File: config.mk
export PLATFORM = sky130hd
export DESIGN_NAME = sound_wave_ring_renderer
export DESIGN_NICKNAME = d
export VERILOG_FILES = /design/src/hw/rtl/swrr_pkg.sv /design/src/hw/rtl/sound_wave_ring_renderer.sv /design/src/hw/rtl/swrr_ram.sv /design/src/hw/rtl/swrr_ctrl.sv /design/src/hw/rtl/swrr_datapath.sv
export SDC_FILE = /design/constraint.sdc
export NUM_CORES = 1
export LEC_CHECK = 0
export BUFFER_PORTS_ARGS = -buffer_cell sky130_fd_sc_hd__buf_2
export CORE_UTILIZATION = 35
export CTS_CLUSTER_DIAMETER = 50
export DETAILED_ROUTE_END_ITERATION = 8
export GPL_ROUTABILITY_DRIVEN = 1
export SYNTH_ARGS = -nofsm -noshare
export SYNTH_HDL_FRONTEND = slang
export SYNTH_SLANG_ARGS = --single-unit
export TNS_END_PERCENT = 50
File: constraint.sdc
create_clock -name clk -period 8.26 [get_ports clk]
set_input_delay 0.413 -clock clk [delete_from_list [all_inputs] [get_ports clk]]
set_output_delay 0.413 -clock clk [all_outputs]
set_load 0.03 [all_outputs]
File: src/hw/rtl/swrr_pkg.sv
// ----------------------------------------------------------------------------
// swrr_pkg: shared types and constants for the sound wave ring renderer
// Ring geometry, delay line sizing, brightness curve and the command and
// status structs between the controller and the datapath.
// ----------------------------------------------------------------------------
package swrr_pkg;

  // ring and delay line geometry
  localparam int LED_COUNT       = 16;
  localparam int DEGREES_PER_TAP = 20;
  localparam int LED_ZERO_OFFSET = 0;

  localparam int MAX_EMIT   = 16;
  localparam int EMIT_COUNT = (LED_COUNT < MAX_EMIT) ? LED_COUNT : MAX_EMIT;

  localparam int HALF_TURN = 180;
  localparam int FULL_TURN = 360;
  localparam int EAR_RIGHT = 80;
  localparam int EAR_LEFT  = FULL_TURN - 80;
  localparam int EAR_REACH = 100;

  localparam int HIST_DEPTH = HALF_TURN / DEGREES_PER_TAP + 1;
  localparam int HIST_AW    = $clog2(HIST_DEPTH);

  // field widths
  localparam int IDX_W  = 4;
  localparam int AMP_W  = 8;
  localparam int GAIN_W = 8;
  localparam int LVL_W  = 8;
  localparam int DIST_W = 7;
  localparam int DX_W   = 7;
  localparam int MAG_W  = AMP_W + DX_W;

  // reciprocal for the divide by DEGREES_PER_TAP, exact for any MAG_W operand
  localparam int DIV_SHIFT = 23;
  localparam int DIV_RECIP = ((1 << DIV_SHIFT) + DEGREES_PER_TAP - 1) / DEGREES_PER_TAP;
  localparam int RECIP_W   = $clog2(DIV_RECIP + 1);

  // item codes
  localparam logic OP_PUSH   = 1'b0;
  localparam logic OP_RENDER = 1'b1;

  // register file
  localparam int   PADDR_W       = 3;
  localparam int   PDATA_W       = 32;
  localparam logic REG_WAVE_GAIN = 1'b0;

  // brightness curve
  localparam int CURVE_LEN = 17;
  localparam int CURVE_AW  = $clog2(CURVE_LEN);
  localparam logic [LVL_W-1:0] CURVE_POINTS [CURVE_LEN] = '{
    8'd0, 8'd3, 8'd7, 8'd12, 8'd18, 8'd25, 8'd33, 8'd43, 8'd55,
    8'd69, 8'd85, 8'd103, 8'd123, 8'd145, 8'd189, 8'd217, 8'd255
  };

  // per led geometry
  typedef struct packed {
    logic               hit;
    logic [DIST_W-1:0]  span;
    logic [HIST_AW-1:0] tap;
    logic [DX_W-1:0]    dx;
  } geom_t;

  typedef geom_t [MAX_EMIT-1:0] geom_table_t;

  // controller to datapath
  typedef struct packed {
    logic             issue;
    logic             push;
    logic [IDX_W-1:0] idx;
    logic             last;
    logic [AMP_W-1:0] amplitude;
  } ctrl_cmd_t;

  // datapath to controller
  typedef struct packed {
    logic advance;
  } dp_status_t;

  // wrapped distance between two angles already in 0..359
  function automatic int ring_dist(int x, int y);
    int d;
    d = (y >= x) ? (y - x) : (x - y);
    if (d >= HALF_TURN) d = FULL_TURN - d;
    return d;
  endfunction

  // turn direction from x towards y
  function automatic logic ring_pos(int x, int y);
    logic p;
    if (y >= x) p = ((y - x) < HALF_TURN);
    else p = ((x - y) >= HALF_TURN);
    return p;
  endfunction

  // geometry of every emitted led, worked out at elaboration
  function automatic geom_table_t build_geom();
    geom_table_t t;
    int          deg;
    int          d1;
    int          d2;
    int          span;
    logic        h1;
    logic        h2;
    t = '0;
    for (int i = 0; i < MAX_EMIT; i++) begin
      if (i < EMIT_COUNT) begin
        deg = (i * FULL_TURN) / LED_COUNT - LED_ZERO_OFFSET;
        if (deg < 0) deg = deg + FULL_TURN;
        d1 = ring_dist(deg, EAR_RIGHT);
        d2 = ring_dist(deg, EAR_LEFT);
        h1 = (d1 <= EAR_REACH) && !ring_pos(deg, EAR_RIGHT);
        h2 = (d2 <= EAR_REACH) && ring_pos(deg, EAR_LEFT);
        span = h2 ? d2 : (h1 ? d1 : 0);
        t[i].hit  = h1 || h2;
        t[i].span = DIST_W'(span);
        t[i].tap  = HIST_AW'(span / DEGREES_PER_TAP);
        t[i].dx   = DX_W'(span - (span / DEGREES_PER_TAP) * DEGREES_PER_TAP);
      end
    end
    return t;
  endfunction

  localparam geom_table_t GEOM_TABLE = build_geom();

endpackage

File: src/hw/rtl/sound_wave_ring_renderer.sv
// Render: the input takes the request and then stalls, with one led issue per
// cycle while the pipeline advances, until the last emitted led is issued.
// Sample: the controller stays idle, so the next item is taken in the following cycle.
// Output stalls freeze the six-stage led pipeline and with it the led issue.
// Synchronous active-high reset clears the delay line valid bits, write
// pointer, controller state, pipeline valids and wave_gain.
// ----------------------------------------------------------------------------
// sound_wave_ring_renderer: top level
// Joins the item controller, the brightness datapath and the register port.
// ----------------------------------------------------------------------------
module sound_wave_ring_renderer
  import swrr_pkg::*;
(
  input  logic               clk,
  input  logic               rst,
  input  logic               in_valid,
  output logic               in_stall,
  input  logic               operation,
  input  logic [AMP_W-1:0]   amplitude,
  output logic               out_valid,
  input  logic               out_stall,
  output logic [IDX_W-1:0]   led_index,
  output logic [LVL_W-1:0]   brightness,
  output logic               last,
  input  logic               psel,
  input  logic               penable,
  input  logic               pwrite,
  input  logic [PADDR_W-1:0] paddr,
  input  logic [PDATA_W-1:0] pwdata,
  output logic [PDATA_W-1:0] prdata,
  output logic               pready
);

  ctrl_cmd_t         cmd;
  dp_status_t        status;
  logic [GAIN_W-1:0] wave_gain;
  logic              reg_hit;

  // register port
  assign pready  = 1'b1;
  assign reg_hit = (paddr[PADDR_W-1:2] == REG_WAVE_GAIN);
  assign prdata  = reg_hit ? PDATA_W'(wave_gain) : '0;

  always_ff @(posedge clk) begin
    if (rst) begin
      wave_gain <= '0;
    end else if (psel && penable && pwrite && pready && reg_hit) begin
      wave_gain <= pwdata[GAIN_W-1:0];
    end
  end

  swrr_ctrl u_ctrl (
    .clk       (clk),
    .rst       (rst),
    .in_valid  (in_valid),
    .in_stall  (in_stall),
    .operation (operation),
    .amplitude (amplitude),
    .status    (status),
    .cmd       (cmd)
  );

  swrr_datapath u_dp (
    .clk        (clk),
    .rst        (rst),
    .cmd        (cmd),
    .gain       (wave_gain),
    .status     (status),
    .out_valid  (out_valid),
    .out_stall  (out_stall),
    .led_index  (led_index),
    .brightness (brightness),
    .last       (last)
  );

endmodule

File: src/hw/rtl/swrr_ram.sv
// ----------------------------------------------------------------------------
// swrr_ram: generic ram
// One write port and two read ports with registered read data.
// ----------------------------------------------------------------------------
module swrr_ram #(
  parameter int WIDTH = 8,
  parameter int DEPTH = 16
) (
  input  logic                     clk,
  input  logic                     we,
  input  logic [$clog2(DEPTH)-1:0] waddr,
  input  logic [WIDTH-1:0]         wdata,
  input  logic                     re,
  input  logic [$clog2(DEPTH)-1:0] raddr_a,
  input  logic [$clog2(DEPTH)-1:0] raddr_b,
  output logic [WIDTH-1:0]         rdata_a,
  output logic [WIDTH-1:0]         rdata_b
);

  logic [WIDTH-1:0] mem [DEPTH];

  // write port
  always_ff @(posedge clk) begin
    if (we) begin
      mem[waddr] <= wdata;
    end
  end

  // registered read ports
  always_ff @(posedge clk) begin
    if (re) begin
      rdata_a <= mem[raddr_a];
      rdata_b <= mem[raddr_b];
    end
  end

endmodule

File: src/hw/rtl/swrr_ctrl.sv
// ----------------------------------------------------------------------------
// swrr_ctrl: item controller
// Takes input items, turns a sample into a delay line push and a render
// into one led issue per cycle while the datapath advances.
// ----------------------------------------------------------------------------
module swrr_ctrl
  import swrr_pkg::*;
(
  input  logic             clk,
  input  logic             rst,
  input  logic             in_valid,
  output logic             in_stall,
  input  logic             operation,
  input  logic [AMP_W-1:0] amplitude,
  input  dp_status_t       status,
  output ctrl_cmd_t        cmd
);

  localparam logic ST_IDLE   = 1'b0;
  localparam logic ST_RENDER = 1'b1;

  localparam logic [IDX_W-1:0] LAST_IDX = IDX_W'(EMIT_COUNT - 1);

  logic [0:0]       state;
  logic [0:0]       state_next;
  logic [IDX_W-1:0] cnt;
  logic [IDX_W-1:0] cnt_next;
  logic             accept;

  assign in_stall = (state == ST_RENDER);
  assign accept   = in_valid && (state == ST_IDLE);

  // commands to the datapath
  always_comb begin
    cmd.push      = accept && (operation == OP_PUSH);
    cmd.amplitude = amplitude;
    cmd.issue     = (state == ST_RENDER) && status.advance;
    cmd.idx       = cnt;
    cmd.last      = (cnt == LAST_IDX);
  end

  // next state
  always_comb begin
    state_next = state;
    cnt_next   = cnt;
    unique case (state)
      ST_IDLE: begin
        if (accept && (operation == OP_RENDER)) begin
          state_next = ST_RENDER;
          cnt_next   = '0;
        end
      end
      ST_RENDER: begin
        if (cmd.issue) begin
          if (cmd.last) begin
            state_next = ST_IDLE;
          end else begin
            cnt_next = cnt + IDX_W'(1);
          end
        end
      end
      default: begin
        state_next = ST_IDLE;
      end
    endcase
  end

  // state registers
  always_ff @(posedge clk) begin
    if (rst) begin
      state <= ST_IDLE;
      cnt   <= '0;
    end else begin
      state <= state_next;
      cnt   <= cnt_next;
    end
  end

  // a render transfer starts the frame at the first led
  a_render_start: assert property (@(posedge clk) disable iff (rst)
    accept && (operation == OP_RENDER) |=> (state == ST_RENDER) && (cnt == '0))
    else $error("render did not start at the first led");

  // the final led hands control back
  a_frame_end: assert property (@(posedge clk) disable iff (rst)
    cmd.issue && cmd.last |=> (state == ST_IDLE))
    else $error("frame did not end after the final led");

  // leds are issued only while the pipeline moves
  a_issue_adv: assert property (@(posedge clk) disable iff (rst)
    cmd.issue |-> status.advance)
    else $error("led issued into a stalled pipeline");

endmodule

File: src/hw/rtl/swrr_datapath.sv
// ----------------------------------------------------------------------------
// swrr_datapath: delay line and per-led brightness pipeline
// Circular delay line in ram, interpolation, gain, distance falloff,
// saturation and brightness curve over six pipeline stages.
// ----------------------------------------------------------------------------
module swrr_datapath
  import swrr_pkg::*;
(
  input  logic              clk,
  input  logic              rst,
  input  ctrl_cmd_t         cmd,
  input  logic [GAIN_W-1:0] gain,
  output dp_status_t        status,
  output logic              out_valid,
  input  logic              out_stall,
  output logic [IDX_W-1:0]  led_index,
  output logic [LVL_W-1:0]  brightness,
  output logic              last
);

  localparam logic [HIST_AW:0]   DEPTH_X   = (HIST_AW + 1)'(HIST_DEPTH);
  localparam logic [HIST_AW:0]   DEPTH_M1X = (HIST_AW + 1)'(HIST_DEPTH - 1);
  localparam logic [HIST_AW-1:0] DEPTH_M1  = HIST_AW'(HIST_DEPTH - 1);
  localparam int                 QP_W      = MAG_W + RECIP_W;

  logic advance;

  // delay line write side
  logic [HIST_AW-1:0]    wp;
  logic [HIST_DEPTH-1:0] hist_vld;

  // read address generation
  geom_t              geom;
  logic [HIST_AW:0]   sum;
  logic [HIST_AW-1:0] ra_lo;
  logic [HIST_AW-1:0] ra_hi;
  logic [AMP_W-1:0]   rd_lo;
  logic [AMP_W-1:0]   rd_hi;

  // stage 1
  logic              v1;
  logic [IDX_W-1:0]  idx1;
  logic              last1;
  logic              hit1;
  logic [DIST_W-1:0] dist1;
  logic [DX_W-1:0]   dx1;
  logic              vlo1;
  logic              vhi1;
  logic [AMP_W-1:0]  a1;
  logic [AMP_W-1:0]  b1;
  logic [AMP_W:0]    diff1;
  logic [AMP_W:0]    diff1_neg;
  logic [AMP_W-1:0]  absd1;
  logic [MAG_W-1:0]  mag1;

  // stage 2
  logic              v2;
  logic [IDX_W-1:0]  idx2;
  logic              last2;
  logic              hit2;
  logic [DIST_W-1:0] dist2;
  logic [AMP_W-1:0]  a2;
  logic              neg2;
  logic [MAG_W-1:0]  mag2;
  logic [QP_W-1:0]   qprod2;

  // stage 3
  logic              v3;
  logic [IDX_W-1:0]  idx3;
  logic              last3;
  logic              hit3;
  logic [DIST_W-1:0] dist3;
  logic [AMP_W-1:0]  a3;
  logic              neg3;
  logic [MAG_W-1:0]  q3;
  logic [AMP_W-1:0]  delta3;
  logic [AMP_W-1:0]  samp3;
  logic [AMP_W+GAIN_W-1:0] gprod3;

  // stage 4
  logic              v4;
  logic [IDX_W-1:0]  idx4;
  logic              last4;
  logic              hit4;
  logic [DIST_W-1:0] dist4;
  logic [AMP_W+GAIN_W-5:0] w4;
  logic [7:0]        weight4;
  logic [AMP_W+GAIN_W+3:0] fprod4;
  logic [AMP_W+GAIN_W-4:0] f4;
  logic [LVL_W-1:0]  lvl4;

  // stage 5
  logic              v5;
  logic [IDX_W-1:0]  idx5;
  logic              last5;
  logic [LVL_W-1:0]  lvl5;
  logic [CURVE_AW-1:0] cp5;
  logic [LVL_W-1:0]  clo5;
  logic [LVL_W-1:0]  chi5;
  logic [LVL_W-1:0]  cstep5;
  logic [LVL_W+3:0]  cprod5;
  logic [LVL_W-1:0]  bright5;

  // the whole pipeline moves unless the result register is held
  assign advance        = !(out_valid && out_stall);
  assign status.advance = advance;

  // delay line push: newest sample goes to the write pointer
  always_ff @(posedge clk) begin
    if (rst) begin
      wp       <= '0;
      hist_vld <= '0;
    end else if (cmd.push) begin
      hist_vld[wp] <= 1'b1;
      wp           <= (wp == DEPTH_M1) ? '0 : wp + HIST_AW'(1);
    end
  end

  // tap k lives at (wp - 1 - k) modulo the depth
  always_comb begin
    geom  = GEOM_TABLE[cmd.idx];
    sum   = {1'b0, wp} + DEPTH_M1X - {1'b0, geom.tap};
    ra_lo = (sum >= DEPTH_X) ? HIST_AW'(sum - DEPTH_X) : sum[HIST_AW-1:0];
    ra_hi = (ra_lo == '0) ? DEPTH_M1 : ra_lo - HIST_AW'(1);
  end

  swrr_ram #(
    .WIDTH (AMP_W),
    .DEPTH (HIST_DEPTH)
  ) u_hist (
    .clk     (clk),
    .we      (cmd.push),
    .waddr   (wp),
    .wdata   (cmd.amplitude),
    .re      (cmd.issue),
    .raddr_a (ra_lo),
    .raddr_b (ra_hi),
    .rdata_a (rd_lo),
    .rdata_b (rd_hi)
  );

  // stage valid bits
  always_ff @(posedge clk) begin
    if (rst) begin
      v1        <= 1'b0;
      v2        <= 1'b0;
      v3        <= 1'b0;
      v4        <= 1'b0;
      v5        <= 1'b0;
      out_valid <= 1'b0;
    end else if (advance) begin
      v1        <= cmd.issue;
      v2        <= v1;
      v3        <= v2;
      v4        <= v3;
      v5        <= v4;
      out_valid <= v5;
    end
  end

  // stage 1: neighbor difference times the fraction
  always_comb begin
    a1        = vlo1 ? rd_lo : '0;
    b1        = vhi1 ? rd_hi : '0;
    diff1     = {1'b0, b1} - {1'b0, a1};
    diff1_neg = '0 - diff1;
    absd1     = diff1[AMP_W] ? diff1_neg[AMP_W-1:0] : diff1[AMP_W-1:0];
    mag1      = absd1 * dx1;
  end

  // stage 2: divide by the tap spacing through the reciprocal
  assign qprod2 = QP_W'(mag2) * QP_W'(DIV_RECIP);

  // stage 3: interpolated sample, then gain
  always_comb begin
    delta3 = neg3 ? AMP_W'('0 - q3) : q3[AMP_W-1:0];
    samp3  = a3 + delta3;
    gprod3 = samp3 * gain;
  end

  // stage 4: distance falloff and saturation
  always_comb begin
    weight4 = 8'(HALF_TURN) - {1'b0, dist4};
    fprod4  = w4 * weight4;
    f4      = fprod4[AMP_W+GAIN_W+3:7];
    if (!hit4) begin
      lvl4 = '0;
    end else if (f4 > (AMP_W+GAIN_W-3)'(255)) begin
      lvl4 = 8'd255;
    end else begin
      lvl4 = f4[LVL_W-1:0];
    end
  end

  // stage 5: brightness curve
  always_comb begin
    cp5     = {1'b0, lvl5[7:4]};
    clo5    = CURVE_POINTS[cp5];
    chi5    = CURVE_POINTS[cp5 + CURVE_AW'(1)];
    cstep5  = chi5 - clo5;
    cprod5  = lvl5[3:0] * cstep5;
    bright5 = clo5 + cprod5[LVL_W+3:4];
  end

  // stage payload registers
  always_ff @(posedge clk) begin
    if (advance) begin
      idx1  <= cmd.idx;
      last1 <= cmd.last;
      hit1  <= geom.hit;
      dist1 <= geom.span;
      dx1   <= geom.dx;
      vlo1  <= hist_vld[ra_lo];
      vhi1  <= hist_vld[ra_hi];

      idx2  <= idx1;
      last2 <= last1;
      hit2  <= hit1;
      dist2 <= dist1;
      a2    <= a1;
      neg2  <= diff1[AMP_W];
      mag2  <= mag1;

      idx3  <= idx2;
      last3 <= last2;
      hit3  <= hit2;
      dist3 <= dist2;
      a3    <= a2;
      neg3  <= neg2;
      q3    <= MAG_W'(qprod2 >> DIV_SHIFT);

      idx4  <= idx3;
      last4 <= last3;
      hit4  <= hit3;
      dist4 <= dist3;
      w4    <= gprod3[AMP_W+GAIN_W-1:4];

      idx5  <= idx4;
      last5 <= last4;
      lvl5  <= lvl4;

      led_index  <= idx5;
      brightness <= bright5;
      last       <= last5;
    end
  end

  // a push never lands in the same cycle as a led read
  a_no_overlap: assert property (@(posedge clk) disable iff (rst)
    !(cmd.push && cmd.issue))
    else $error("push and led issue in the same cycle");

  // write pointer stays inside the delay line
  a_wp_range: assert property (@(posedge clk) disable iff (rst)
    wp <= DEPTH_M1)
    else $error("delay line pointer out of range");

  // the last pipeline stage reaches the result register when it moves
  a_out_load: assert property (@(posedge clk) disable iff (rst)
    v5 && advance |=> out_valid)
    else $error("result lost at the output register");

endmodule

==> impl_metrics.ini <==
[timing]
setup_violations = 0
drv_slew = 0
setup_ws_ns = 1.12
finalClockSkew_ns = 0.0167
fin_crit_sh = 0.865
grt_setup_unrepaired = no
fin_setup_tns_ns = 0
worstMarginPinSlew_ns = 1.04
period_needed_ns = 7.14
max_freq_mhz = 140
finalHoldViolCount = 0
slew_headroom = 0.304

[synth]
ys.flop_type = edfxtp_1
synthDistinctLibCells = 69
ys_warn_count = 0
synth-edff-count = 231
async_reset_ff_frac = 0
ys_ff_latch = 278
ys_seq_area_frac = 0.337
synth_area_per_cell_um2 = 10.7
syn_area_um2 = 23400
synthCells = 2195

[cts]
clk_latency_ns = 0.59
cts_buffers = 31
clk_pin_slew_ns = 0.06
post_cts.repair.setup_buffers = 0
cts_tree = built
hold_buffers = 0
h-tree-depth = 1
cts.sinks = 278
cts_resized = 0
clockRootBuffer = clkbuf_16
clockBufferDepth = 3

[global_routing]
grt_max_degree = 82
grt_pass1_vias = 16205
grt_first_pass_wirelength_um = 78600
grt_overflow = 0
antenna_found_initial = 0
grt_usage = 0.141

[worst_setup_path]
slowest_stage = edfxtp_1
critical_path.top_delay_family = adder cells
path_common_cell = a21oi_1
cp_max_fo = 9
cpPeakStageDelay_ns = 0.54
critical_path_arrival_ns = 7.47
end_kind = register
crit_start = u_dp.lvl5[4]$_SDFFCE_PN0N_
path_buf_inv = 4
r2r_start = u_dp.lvl5[4]$_SDFFCE_PN0N_
critical_path_class = register to register
critPathLaunchType = register
cp.required_ns = 8.58

[routing]
viasPerCell = 4.90
vias = 15297
first_iter_violations = 861
drc = 2
ant_nets = 0
avgRoutedWirePerCell_um = 14.7
drt-total-wl_um = 46000
firstDrtPassIters = 7

[outcome]
violations = design-rule violations
run_status = complete, but fails checks

[placement]
gp_congestion = 0.856
portBuffers = 47
preCtsSetupSlack_ns = 1.21
dpl.hpwl_um = 35900

[floorplan]
die_height_um = 261
die_w_um = 261
rows = 94
initial_utilization = 0.355
dieArea_um2 = 67900
io_pins = 99
fp.coreArea_um2 = 66000

[power_and_ir_drop]
p_total_mw = 3.77
p_leak_nw = 12.1
power.density_nw_per_um2 = 147
ir_drop_uv = 178

[run]
drv_cap = 0

[layout]
n_antenna_cell = 0
multi_input_area_um2 = 13900
nFillCells = 6343
final_nets = 2750
drive_gt1_frac = 0.0725
area_growth_syn_to_layout_pct = 9.23
seq_area_um2 = 7880

[hold_path]
hold_class = primary input to register
hp-start = pwdata[1]
placed cells by master, fill, tap and decap left out, types with 20 or more instances in the layout:
| cell | Yosys | final |
|---|---|---|
| a21o_1 | 23 | 23 |
| a21oi_1 | 81 | 81 |
| and2_1 | 122 | 122 |
| buf_2 | 2 | 47 |
| clkbuf_16 | 0 | 31 |
| conb_1 | 2 | 25 |
| dfxtp_1 | 47 | 47 |
| edfxtp_1 | 231 | 231 |
| fa_1 | 198 | 198 |
| ha_1 | 265 | 264 |
| inv_1 | 348 | 348 |
| mux2i_1 | 28 | 28 |
| mux4_2 | 20 | 20 |
| nand2_1 | 207 | 206 |
| nand2b_1 | 24 | 24 |
| nand3_1 | 25 | 25 |
| nor2_1 | 88 | 88 |
| nor2b_1 | 44 | 44 |
| o21ai_0 | 47 | 47 |
| xnor2_1 | 74 | 74 |
| xor2_1 | 26 | 26 |
Yosys cell counts (all sizes together), types with 20 or more instances:
library cell / number / area, um2
and2: 122 / 763
nor2b: 44 / 275
edfxtp: 231 / 6940
a21o: 23 / 173
buf: 35 / 258
dfxtp: 47 / 941
fa: 198 / 3960
xor2: 26 / 228
o21ai: 51 / 270
clkbuf: 40 / 150
nor3: 22 / 110
nand2: 207 / 777
nor2: 88 / 330
nand3: 25 / 125
a21oi: 84 / 432
ha: 265 / 3320
nand2b: 24 / 150
xnor2: 74 / 648
mux2i: 28 / 280
mux4: 20 / 450
inv: 348 / 1310
state kept, by name, summed over array words and instances (netlist names), 10 cells and up:
register	cells
u_dp.geom	14
u_dp.hist_vld	10
u_dp.mag2	14
u_dp.u_hist.mem	80
u_dp.w4	12
path summary, 6_finish.rpt:
path	endpoint	slack, ns	cells after the start
worst max-delay path	u_dp.brightness[7]$_DFFE_PN_	1.12	30
worst max register to register	u_dp.brightness[7]$_DFFE_PN_	1.12	30
worst min register to register	u_dp.dist1[6]$_DFFE_PN_	0.41	0
worst min-delay path	wave_gain[1]$_SDFFE_PP0P_	0.06	3
kinds of logic after synthesis:
group | count (synthesis) | synth area share
AND/OR/NAND/NOR | 570 | 0.120
multiplexers | 59 | 0.0365
XOR/XNOR | 100 | 0.0374
adder cells (fa/ha/maj) | 463 | 0.311
buffers and inverters | 423 | 0.0732
other | 2 | 0.000321
AO/OA/AOI/OAI | 300 | 0.0853
flip-flops | 278 | 0.337
metrics by stage:
stage	area [um2]	hold WS, ns	utilization	instances
global placement	24500	0.388	0.372	3067
global route	25600	0.0417	0.387	3125
detailed placement	24500	0.389	0.372	3067
CTS	25600	0.0253	0.387	3125
floorplan	23500	0.386	-	2218
finish	25600	0.0637	0.387	3125
layout make-up:
class,instances,area share
inverter,348,0.0511
sequential,278,0.308
timing repair buffer,60,0.0130
clock buffer,34,0.0308
tap,864,0.0423
multi-input combinational,1517,0.545
clock inverter,24,0.00984
worst reg2reg max path: cells and delay by family, from the launching register on:
| kind | cells | cell delay, ns |
|---|---|---|
| buffers and inverters | 4 | 0.50 |
| xor gates and xnor gates | 3 | 0.44 |
| DFF | 1 | 0.54 |
| adders and majority gates | 6 | 2.43 |
| AOI/OAI and AO/OA | 12 | 2.07 |
| and+or+nand+nor | 5 | 0.89 |
per-layer routing:
layer | wire (um) | global-route usage | up-vias
met1 | 20100 | 0.173 | 7596
met5 | 0 | 0 | -
li1 | - | - | 7413
met2 | 23400 | 0.259 | 219
met4 | 1130 | 0.0378 | 0
met3 | 1400 | 0.0153 | 69
power by group:
| part | total [mW] | switching (mW) | internal [mW] |
|---|---|---|---|
| Sequential | 1.60 | 0.0347 | 1.56 |
| Clock | 1.39 | 0.592 | 0.795 |
| Combinational | 0.784 | 0.499 | 0.285 |
(Power assumes the default switching activity.)
